==> src/design/ps2mc_pkg.sv <==
`timescale 1ns / 1ps

package ps2mc_pkg;

   localparam int POSITION_BITS_DEFAULT = 12;
   localparam int SIZE_BITS             = 13;
   localparam int COORD_BITS            = 12;
   localparam int CSR_INDEX_BITS        = 2;

   localparam logic [SIZE_BITS-1:0] SCREEN_WIDTH_RESET  = 13'd1024;
   localparam logic [SIZE_BITS-1:0] SCREEN_HEIGHT_RESET = 13'd768;

   // header byte bit positions
   localparam int HDR_LEFT       = 0;
   localparam int HDR_RIGHT      = 1;
   localparam int HDR_MIDDLE     = 2;
   localparam int HDR_ALWAYS_ONE = 3;
   localparam int HDR_X_SIGN     = 4;
   localparam int HDR_Y_SIGN     = 5;
   localparam int HDR_X_OVF      = 6;
   localparam int HDR_Y_OVF      = 7;

   typedef enum logic [CSR_INDEX_BITS-1:0] {
      CSR_SCREEN_WIDTH  = 2'd0,
      CSR_SCREEN_HEIGHT = 2'd1
   } csr_index_type;

   typedef enum logic [1:0] {
      PHASE_HEADER = 2'd0,
      PHASE_DX     = 2'd1,
      PHASE_DY     = 2'd2
   } phase_type;

   typedef struct packed {
      logic [7:0] data_byte;
      logic       from_aux;
   } req_payload_type;

   typedef struct packed {
      logic [COORD_BITS-1:0] cursor_x;
      logic [COORD_BITS-1:0] cursor_y;
      logic                  left_button;
      logic                  right_button;
      logic                  middle_button;
   } rsp_payload_type;

   // core handshake with the pipeline control in the top level
   typedef struct packed {
      logic step;        // stage register item is consumed this cycle
   } core_ctl_type;

   typedef struct packed {
      logic has_result;  // stage register item completes a good packet
   } core_sts_type;

endpackage

==> src/design/ps2_mouse_packet_cursor.sv <==
`timescale 1ns / 1ps
// Flow: an accepted request is held in the stage register, and its result (if
//   the byte completes a good packet) is then loaded into the result register.
// Throughput: one request per cycle; only a stalled, full result register
//   holds back a byte that completes a packet.
// Reset (synchronous, active high): phase back to header, cursor at 0,0,
//   screen size 1024 x 768, stage and result registers empty.
module ps2_mouse_packet_cursor #(
   parameter int POSITION_BITS = ps2mc_pkg::POSITION_BITS_DEFAULT
) (
   input  logic                                   clock,
   input  logic                                   reset,
   // byte request channel
   input  logic                                   req_valid,
   output logic                                   req_ready,
   input  ps2mc_pkg::req_payload_type             req_payload,
   // cursor result channel
   output logic                                   rsp_valid,
   input  logic                                   rsp_ready,
   output ps2mc_pkg::rsp_payload_type             rsp_payload,
   // register write channel
   input  logic                                   csr_valid,
   output logic                                   csr_ready,
   input  logic [ps2mc_pkg::CSR_INDEX_BITS-1:0]   csr_index,
   input  logic [ps2mc_pkg::SIZE_BITS-1:0]        csr_data
);
   import ps2mc_pkg::*;

   // screen size registers
   logic [SIZE_BITS-1:0] width_ff, width_in;
   logic [SIZE_BITS-1:0] height_ff, height_in;

   // stage register: one byte request waiting for the decode pass
   logic             in_valid_ff, in_valid_in;
   req_payload_type  in_payload_ff;

   // result register
   logic             rsp_valid_ff, rsp_valid_in;
   rsp_payload_type  rsp_payload_ff;

   core_ctl_type     ctl;
   core_sts_type     sts;
   rsp_payload_type  core_result;
   logic             rsp_free;

   // register writes are always taken; unknown indexes are dropped
   assign csr_ready = 1'b1;

   always_comb begin
      width_in  = width_ff;
      height_in = height_ff;
      if (csr_valid) begin
         unique case (csr_index)
            CSR_SCREEN_WIDTH:  width_in  = csr_data;
            CSR_SCREEN_HEIGHT: height_in = csr_data;
            default: ;
         endcase
      end
   end

   // The result register empties this cycle or is already empty.
   assign rsp_free = !rsp_valid_ff || rsp_ready;

   // Bytes that make no result never wait on the result side.
   assign ctl.step    = in_valid_ff && (!sts.has_result || rsp_free);
   assign req_ready   = !in_valid_ff || ctl.step;
   assign in_valid_in = req_valid || (in_valid_ff && !ctl.step);

   always_comb begin
      rsp_valid_in = rsp_valid_ff;
      if (ctl.step && sts.has_result) begin
         rsp_valid_in = 1'b1;
      end else if (rsp_ready) begin
         rsp_valid_in = 1'b0;
      end
   end

   ps2mc_core #(.POSITION_BITS(POSITION_BITS)) u_core (
      .clock         (clock),
      .reset         (reset),
      .in_valid      (in_valid_ff),
      .in_payload    (in_payload_ff),
      .screen_width  (width_ff),
      .screen_height (height_ff),
      .ctl           (ctl),
      .sts           (sts),
      .result        (core_result)
   );

   always_ff @(posedge clock) begin
      if (reset) begin
         width_ff     <= SCREEN_WIDTH_RESET;
         height_ff    <= SCREEN_HEIGHT_RESET;
         in_valid_ff  <= 1'b0;
         rsp_valid_ff <= 1'b0;
      end else begin
         width_ff     <= width_in;
         height_ff    <= height_in;
         in_valid_ff  <= in_valid_in;
         rsp_valid_ff <= rsp_valid_in;
      end
   end

   // payload registers, no reset needed
   always_ff @(posedge clock) begin
      if (req_valid && req_ready) begin
         in_payload_ff <= req_payload;
      end
      if (ctl.step && sts.has_result) begin
         rsp_payload_ff <= core_result;
      end
   end

   assign rsp_valid   = rsp_valid_ff;
   assign rsp_payload = rsp_payload_ff;

   a_stage_holds: assert property (@(posedge clock) disable iff (reset)
      (in_valid_ff && !ctl.step) |=> (in_valid_ff && $stable(in_payload_ff)))
      else $error("stalled byte request lost from stage register");

   a_no_overwrite: assert property (@(posedge clock) disable iff (reset)
      (ctl.step && sts.has_result) |-> rsp_free)
      else $error("result register overwritten while full");

   a_result_loaded: assert property (@(posedge clock) disable iff (reset)
      (ctl.step && sts.has_result) |=> rsp_valid_ff)
      else $error("completed packet produced no result");

endmodule

==> src/design/ps2mc_clamp.sv <==
`timescale 1ns / 1ps

module ps2mc_clamp #(
   parameter int POSITION_BITS = ps2mc_pkg::POSITION_BITS_DEFAULT
) (
   input  logic signed [POSITION_BITS+1:0]     value,
   input  logic [ps2mc_pkg::SIZE_BITS-1:0]     size,
   output logic [POSITION_BITS-1:0]            clamped
);
   import ps2mc_pkg::*;

   localparam int CW = ((POSITION_BITS + 2) > (SIZE_BITS + 1)) ?
                       (POSITION_BITS + 2) : (SIZE_BITS + 1);
   localparam logic signed [CW-1:0] POS_MAX = CW'((64'd1 << POSITION_BITS) - 64'd1);

   logic [SIZE_BITS-1:0]   size_last;
   logic signed [CW-1:0]   size_hi;
   logic signed [CW-1:0]   hi;
   logic signed [CW-1:0]   value_ext;

   // zero size behaves like one, upper bound never beyond the position range
   assign size_last = (size == '0) ? '0 : size - SIZE_BITS'(1);
   assign size_hi   = CW'($signed({1'b0, size_last}));
   assign hi        = (size_hi > POS_MAX) ? POS_MAX : size_hi;
   assign value_ext = CW'(value);

   always_comb begin
      priority if (value_ext < 0) begin
         clamped = '0;
      end else if (value_ext > hi) begin
         clamped = POSITION_BITS'(hi);
      end else begin
         clamped = POSITION_BITS'(value_ext);
      end
   end

endmodule

==> src/design/ps2mc_core.sv <==
`timescale 1ns / 1ps

module ps2mc_core #(
   parameter int POSITION_BITS = ps2mc_pkg::POSITION_BITS_DEFAULT
) (
   input  logic                             clock,
   input  logic                             reset,
   input  logic                             in_valid,
   input  ps2mc_pkg::req_payload_type       in_payload,
   input  logic [ps2mc_pkg::SIZE_BITS-1:0]  screen_width,
   input  logic [ps2mc_pkg::SIZE_BITS-1:0]  screen_height,
   input  ps2mc_pkg::core_ctl_type          ctl,
   output ps2mc_pkg::core_sts_type          sts,
   output ps2mc_pkg::rsp_payload_type       result
);
   import ps2mc_pkg::*;

   localparam int SW = POSITION_BITS + 2;

   phase_type                  phase_ff, phase_in;
   logic [7:0]                 header_ff, header_in;
   logic [7:0]                 dx_byte_ff, dx_byte_in;
   logic [POSITION_BITS-1:0]   pos_x_ff, pos_x_in;
   logic [POSITION_BITS-1:0]   pos_y_ff, pos_y_in;

   logic                       take;
   logic                       overflow;
   logic signed [8:0]          delta_x;
   logic signed [8:0]          delta_y;
   logic signed [SW-1:0]       sum_x;
   logic signed [SW-1:0]       sum_y;
   logic [POSITION_BITS-1:0]   new_x;
   logic [POSITION_BITS-1:0]   new_y;

   assign take     = in_valid && in_payload.from_aux;
   assign overflow = header_ff[HDR_X_OVF] || header_ff[HDR_Y_OVF];
   assign delta_x  = $signed({header_ff[HDR_X_SIGN], dx_byte_ff});
   assign delta_y  = $signed({header_ff[HDR_Y_SIGN], in_payload.data_byte});
   // row grows downward, so Y movement is subtracted
   assign sum_x    = $signed({2'b00, pos_x_ff}) + SW'(delta_x);
   assign sum_y    = $signed({2'b00, pos_y_ff}) - SW'(delta_y);

   ps2mc_clamp #(.POSITION_BITS(POSITION_BITS)) u_clamp_x (
      .value   (sum_x),
      .size    (screen_width),
      .clamped (new_x)
   );

   ps2mc_clamp #(.POSITION_BITS(POSITION_BITS)) u_clamp_y (
      .value   (sum_y),
      .size    (screen_height),
      .clamped (new_y)
   );

   // next phase
   always_comb begin
      phase_in = phase_ff;
      if (ctl.step && take) begin
         unique case (phase_ff)
            PHASE_DX: phase_in = PHASE_DY;
            PHASE_DY: phase_in = PHASE_HEADER;
            default:  phase_in = in_payload.data_byte[HDR_ALWAYS_ONE] ? PHASE_DX
                                                                      : PHASE_HEADER;
         endcase
      end
   end

   // outputs and datapath updates per phase
   always_comb begin
      header_in      = header_ff;
      dx_byte_in     = dx_byte_ff;
      pos_x_in       = pos_x_ff;
      pos_y_in       = pos_y_ff;
      sts.has_result = 1'b0;
      unique case (phase_ff)
         PHASE_DX: begin
            if (ctl.step && take) dx_byte_in = in_payload.data_byte;
         end
         PHASE_DY: begin
            sts.has_result = take && !overflow;
            if (ctl.step && take && !overflow) begin
               pos_x_in = new_x;
               pos_y_in = new_y;
            end
         end
         default: begin
            if (ctl.step && take) header_in = in_payload.data_byte;
         end
      endcase
   end

   assign result.cursor_x      = COORD_BITS'(new_x);
   assign result.cursor_y      = COORD_BITS'(new_y);
   assign result.left_button   = header_ff[HDR_LEFT];
   assign result.right_button  = header_ff[HDR_RIGHT];
   assign result.middle_button = header_ff[HDR_MIDDLE];

   always_ff @(posedge clock) begin
      if (reset) begin
         phase_ff   <= PHASE_HEADER;
         header_ff  <= '0;
         dx_byte_ff <= '0;
         pos_x_ff   <= '0;
         pos_y_ff   <= '0;
      end else begin
         phase_ff   <= phase_in;
         header_ff  <= header_in;
         dx_byte_ff <= dx_byte_in;
         pos_x_ff   <= pos_x_in;
         pos_y_ff   <= pos_y_in;
      end
   end

   a_result_only_on_dy: assert property (@(posedge clock) disable iff (reset)
      sts.has_result |-> (phase_ff == PHASE_DY))
      else $error("result flagged outside Y byte phase");

   a_bad_header_resync: assert property (@(posedge clock) disable iff (reset)
      (ctl.step && take && phase_ff == PHASE_HEADER &&
       !in_payload.data_byte[HDR_ALWAYS_ONE]) |=> (phase_ff == PHASE_HEADER))
      else $error("header without sync bit did not hold phase");

   a_pos_hold: assert property (@(posedge clock) disable iff (reset)
      !(ctl.step && sts.has_result) |=> ($stable(pos_x_ff) && $stable(pos_y_ff)))
      else $error("position moved without a completed packet");

   a_no_byte_lost: assert property (@(posedge clock) disable iff (reset)
      (ctl.step && !take) |=> $stable(phase_ff))
      else $error("non-aux byte changed packet phase");

endmodule

==> config.mk <==
export PLATFORM = sky130hd
export DESIGN_NAME = ps2_mouse_packet_cursor
export DESIGN_NICKNAME = d
export VERILOG_FILES = /design/src/design/ps2mc_pkg.sv /design/src/design/ps2_mouse_packet_cursor.sv /design/src/design/ps2mc_clamp.sv /design/src/design/ps2mc_core.sv
export SDC_FILE = /design/constraint.sdc
export NUM_CORES = 1
export LEC_CHECK = 0
export BUFFER_PORTS_ARGS = -buffer_cell sky130_fd_sc_hd__buf_2
export CAP_MARGIN = 20
export CORE_UTILIZATION = 40
export CTS_CLUSTER_DIAMETER = 40
export DETAILED_ROUTE_END_ITERATION = 8
export GPL_ROUTABILITY_DRIVEN = 0
export PLACE_DENSITY = 0.6
export RECOVER_POWER = 50
export REMOVE_ABC_BUFFERS = 1
export SLEW_MARGIN = 40
export SYNTH_ARGS = -nofsm -noshare
export SYNTH_HDL_FRONTEND = slang
export SYNTH_SLANG_ARGS = --single-unit
==> constraint.sdc <==
create_clock -name clock -period 4.5 [get_ports clock]
set_input_delay 0.675 -clock clock [delete_from_list [all_inputs] [get_ports clock]]
set_output_delay 0.675 -clock clock [all_outputs]
set_load 0.005 [all_outputs]
* Word-level counts from Yosys, hierarchy flattened *
Cells that the tools add are included.

storage, ports and cells
  register bits = 106
  latch bits = 0
  RAM bits = 0
  ROM bits = 0
  bits of input ports = 29
  output and inout port bits = 30
  memories = 0

operators by class
  add/subtract/negate cells = 4
  multipliers = 0
  divide/modulo/power cells = 0
  order comparisons = 6
  equality and inequality tests = 3
  shifts and indexed selects = 0
  mux-type cells = 13
  bitwise operators = 1
  reduce and logical (&&, ||, !) cells = 28

operator list
  kind                                                                               number
  13-bit two-way mux                                                                 4
  12-bit two-way mux                                                                 4
  14-bit greater-than comparator                                                     2
  14-bit by 1-bit < comparator with 1-bit output, second input constant              2
  13-bit by 12-bit greater-than comparator with 1-bit output, second input constant  2
  13-bit zero test                                                                   2
  13-bit by 1-bit subtractor with 13-bit output, second input constant               2
  13-bit by 9-bit adder with 14-bit output                                           1
  13-bit by 9-bit subtractor with 14-bit output                                      1
  2-bit AND reduction                                                                5
  1-bit logical AND                                                                  8
  1-bit zero test                                                                    5
  1-bit logical OR                                                                   5
  2-bit by 1-bit == test with 1-bit output, second input constant                    2
  1-bit two-way mux                                                                  4
  2-bit case mux with 2 select lines                                                 1
  2-bit == test, second input constant                                               1
  2-bit zero test                                                                    1
  2-bit nonzero test                                                                 1
  2-bit OR reduction                                                                 1
  1-bit NOT                                                                          1

* Longest topological paths before layout *
  depth after elaboration = 10
  gate-level depth with buffers = 18

* Cells and area by module *
A second synthesis with hierarchy kept.

second synthesis, totals
  cell total of the unflattened synthesis = 761
  area, all modules = 6879.1 um^2

modules (own cells, without submodules)
  module                           times used  cells each  area each (um^2)  seq. area each (um^2)
  ps2mc_core                       1           384         2876.5            820.8
  ps2_mouse_packet_cursor          1           154         2289.7            1641.6
  ps2mc_clamp at u_core.u_clamp_y  1           114         875.8             0.0
  ps2mc_clamp at u_core.u_clamp_x  1           109         837.1             0.0

* Least setup slack after synthesis *
OpenSTA, ideal clock, no wires.

  path kind = flip-flop to flip-flop
  start = reg u_core.pos_x_ff[0]
  end = reg rsp_payload_ff, in the netlist rsp_payload[15] (data pin)
  library setup time = 266 ps
  arrival time = 3837 ps
  path slack = 397 ps
  stages on the path, launching flop included = 17
  buffers on the path = 1
  period minus slack after synthesis = 4103 ps
  path through = dfxtp_1 -> ha_1 -> fa_1 -> a211oi_1 -> o21bai_1 -> or4_1 -> a221oi_2 -> o21bai_1 -> a21oi_1 -> xnor2_1 -> ha_1 -> nand3_1 -> nor4_1 -> a21o_1 -> buf_1 -> mux2i_1 -> nor2_1

RTL lines
  item                    line                            source
  from (decl)             ps2mc_core.sv:23                logic [POSITION_BITS-1:0] pos_x_ff, pos_x_in;
  from (signal assigned)  ps2mc_core.sv:109               pos_x_ff <= pos_x_in;
  to (signal assigned)    ps2_mouse_packet_cursor.sv:110  rsp_payload_ff <= core_result;
  to (decl)               ps2_mouse_packet_cursor.sv:39   rsp_payload_type rsp_payload_ff;

==> metrics.md <==
| Metric | Value |
|---|---|
| Status | `complete, but fails checks` |
| Violated checks | `capacitance limit, slew limit` |
| Num CTS Buffers | `9` |
| First-pass GRT wire length | `roughly 25000 um` |
| Vias/cell | `5.26` |
| Number of max-cap violations | `1` |
| Ant. Diodes | `0` |
| Synthesized area per cell | `around 8.6 sq um` |
| Drt initial violations | `around 420` |
| Power Total | `around 0.0022 W` |
| Clk_skew | `between 0.01 and 0.015 ns` |
| Routed via count | `5418` |
| Adder-cell share of the synthesized area | `11.8%` |
| Total core area | `0.0159 sq mm` |
| Post-synthesis mux area share | `under 10%` |
| Vias in the first global route | `4991` |
| Antenna violations before repair | `0` |
| Crit. End Element | `flop` |
| Final Slew Violations | `29` |
| Clock power frac | `around 38%` |
| Top FF cell, synth | `dfxtp_1` |
| GRT Residual Overflow | `0` |
| Hold crit path type | `flop to flop` |
| Placed cell count | `a little over 1000` |
| Die W | `between 100 and 150 um` |
| Power Density | `between 300 and 400 mW/mm^2` |
| Final period util | `roughly 90%` |
| Rel. slew slack | `-22.9%` |
| CTS Buffer Depth | `2` |
| IO Count | `just under 60` |
| Setup tns final | `0 ns` |
| Fin Hold WS | `~0.44 ns` |
| GR Util All Layers | `between 10% and 20%` |
| Ys async rst share | `0%` |
| Clock sinks | `105` |
| Internal power | `0.00160 W` |
| Total setup buffers inserted after CTS | `0` |
| Actual slew at the worst max-slew pin | `1.84 ns` |
| Drt wl/cell | `~15 um` |
| H-Tree Depth | `3` |
| # DRC | `0` |
| Switch share | `between 20% and 30%` |
| Initial Util | `41.0%` |
| Final min period | `approximately 4.2 ns` |
| Register bit total from synthesis | `~110` |
| Post-synthesis compound-gate area fraction | `17.5%` |
| Post-Synth XOR/XNOR Area | `3.62%` |
| Maximum clock frequency | `roughly 240 MHz` |
| YS warnings | `0` |
| Post-synthesis simple-gate area fraction | `between 20% and 30%` |
| Critical Path AT | `about 4.3 ns` |
| Total wire length | `15100 um` |
| Post-Synthesis Cells | `around 760` |
| DPL Wire Length | `approximately 11000 um` |
| Most common cell in the netlist | `nand2_1` |
| Unique masters post-synth | `72` |
| Dpl cell area | `around 0.007 sq mm` |
| Post-Syn Area | `roughly 0.0065 sq mm` |
| Psw | `roughly 0.00060 W` |
| Largest family of logic cells by synthesized area | `simple AND/OR/NAND/NOR gates` |
| Area leader, netlist | `dfxtp_1` |
| Synth-to-Final Area Change | `12.2%` |
| CTS tree | `done` |
| CP Max Fanout | `7` |
| Layout cells sized above 1 | `between 10% and 20%` |
| Sequential Power Share | `46.4%` |
| Antenna-violating nets left | `0` |
| Post-synth EDFFs | `36` |
| Synth cell count leaders | `113 x nand2_1, 72 x a21oi_1, 69 x dfxtp_1` |
| Hold Fails Final Rpt | `0` |
| Largest net degree at the start of global routing | `between 40 and 50` |
| Sequential fraction of the synthesis area | `between 30% and 40%` |
| Leak | `3.10 nW` |
| Die footprint | `around 0.017 sq mm` |
| Clk root buf | `clkbuf_16` |
| CP Launch Type | `flop` |
| Clock Latency Late Sink | `0.36 ns` |
| Layout Nets | `897` |
| Logic gate share of total power | `between 10% and 20%` |
| Die Span Y | `approximately 130 um` |
| RSZ-0062 raised after global routing | `no` |
| Synth top area share | `roughly a fifth` |
| Drt first pass iters | `7` |
| Worst VDD drop | `approximately 0.19 mV` |
| Post-route cell area | `0.00734 sq mm` |
| WP data required | `approximately 4.6 ns` |
| Final Non-Filler Cells | `~1000` |
| Area contributors post-synth | `dfxtp_1 21%, edfxtp_1 17%, ha_1 11%` |
| WS Path Type | `flop to flop` |
| Port-buffer cells | `57` |
| Count of final setup violators | `0` |
| Rows | `46` |
| Worst-path clk slew | `0.08 ns` |
==> registers in the layout, indices dropped and copies added, names as in the netlist <==
signal,flops
height_ff,13
in_payload_ff,9
in_valid_ff,1
rsp_payload,27
rsp_valid,1
u_core.dx_byte_ff,8
u_core.header_ff,7
u_core.phase_ff,2
u_core.pos_x_ff,12
u_core.pos_y_ff,12
width_ff,13
==> power by group through the flow <==
stage | clock network, W | logic [W] | registers [W]
floorplan | 0 | 0.000255 | 0.00104
global placement | 0 | 0.000350 | 0.00104
detailed placement | 0 | 0.000352 | 0.00104
CTS | 0.000843 | 0.000354 | 0.00102
global route | 0.000875 | 0.000403 | 0.00102
finish | 0.000827 | 0.000354 | 0.00102
==> layer usage <==
metal | vias up | track usage (%) | routed length [um]
met3 | 20 | 3.98 | 544
met2 | 96 | 31.7 | 7120
met1 | 2511 | 24.7 | 7130
met4 | 0 | 7.11 | 357
met5 | - | 0 | 0
li1 | 2791 | - | -
==> placed cells by master (no fill, tap or decap), types with 5 or more instances in the layout <==
master / n
buf_4: 12
nand3b_1: 6
clkbuf_16: 9
nor2_1: 50
edfxtp_1: 36
xor2_1: 5
a21oi_1: 72
ha_1: 56
o21ai_1: 21
a211oi_1: 8
a31oi_1: 6
buf_2: 32
clkbuf_1: 26
nor3_1: 11
nor2b_1: 8
or3_1: 6
nand3_1: 25
mux2_2: 5
o21a_1: 5
nand2_1: 113
nor4_1: 8
nand2b_1: 11
nand4_1: 6
dfxtp_1: 69
o31ai_1: 6
xnor2_1: 22
inv_1: 52
mux2i_1: 14
o21ai_0: 20
a21o_1: 13
==> path summary, 6_finish.rpt <==
kind / startpoint / end / slack, ns / depth (start not counted)
worst max register to register: u_core.pos_x_ff[0] / rsp_payload[25] / 0.33 / 16
worst min-delay path: u_core.header_ff[1] / rsp_payload[1] / 0.44 / 0
worst min register to register: u_core.header_ff[1] / rsp_payload[1] / 0.44 / 0
worst max-delay path: u_core.pos_x_ff[0] / rsp_payload[25] / 0.33 / 16
==> kinds of logic after synthesis <==
logic type | after synthesis
other | 1
XOR/XNOR | 27
buffers and inverters | 81
adder cells (fa/ha/maj) | 61
multiplexers | 21
AO/OA/AOI/OAI | 185
flip-flops | 105
AND/OR/NAND/NOR | 276
==> stage by stage <==
stage | setup WS (ns) | util, %
finish | 0.335 | 46.0
floorplan | 0.555 | -
global route | 0.00162 | 46.0
global placement | 0.370 | 44.2
detailed placement | 0.277 | 44.2
CTS | 0.242 | 46.2
==> what timing repair did <==
action	4_1_cts	5_1_grt
gates resized for setup	0	3
setup endpoints to repair	0	17
hold buffers	0	0
==> critical path: stages (launching register included) <==
cell and delay (ns):
dfxtp_1 0.32, ha_1 0.22, fa_1 0.43, a211oi_1 0.27
o21bai_1 0.14, or4_1 0.46, a221oi_2 0.31, o21bai_1 0.10
a21oi_1 0.18, xnor2_1 0.09, ha_1 0.31, nand3_1 0.10
nor4_1 0.28, a21o_1 0.13, buf_4 0.19, mux2i_1 0.30
nor2_1 0.07
==> layout make-up <==
| class | instances | area [sq um] |
|---|---|---|
| multi-input combinational | 573 | 3760 |
| timing repair buffer | 69 | 344 |
| fill | 1601 | 8600 |
| tap | 216 | 270 |
| clock buffer | 11 | 243 |
| clock inverter | 5 | 63.8 |
| inverter | 52 | 195 |
| sequential | 105 | 2460 |
Power figures use the tool's default switching activity.
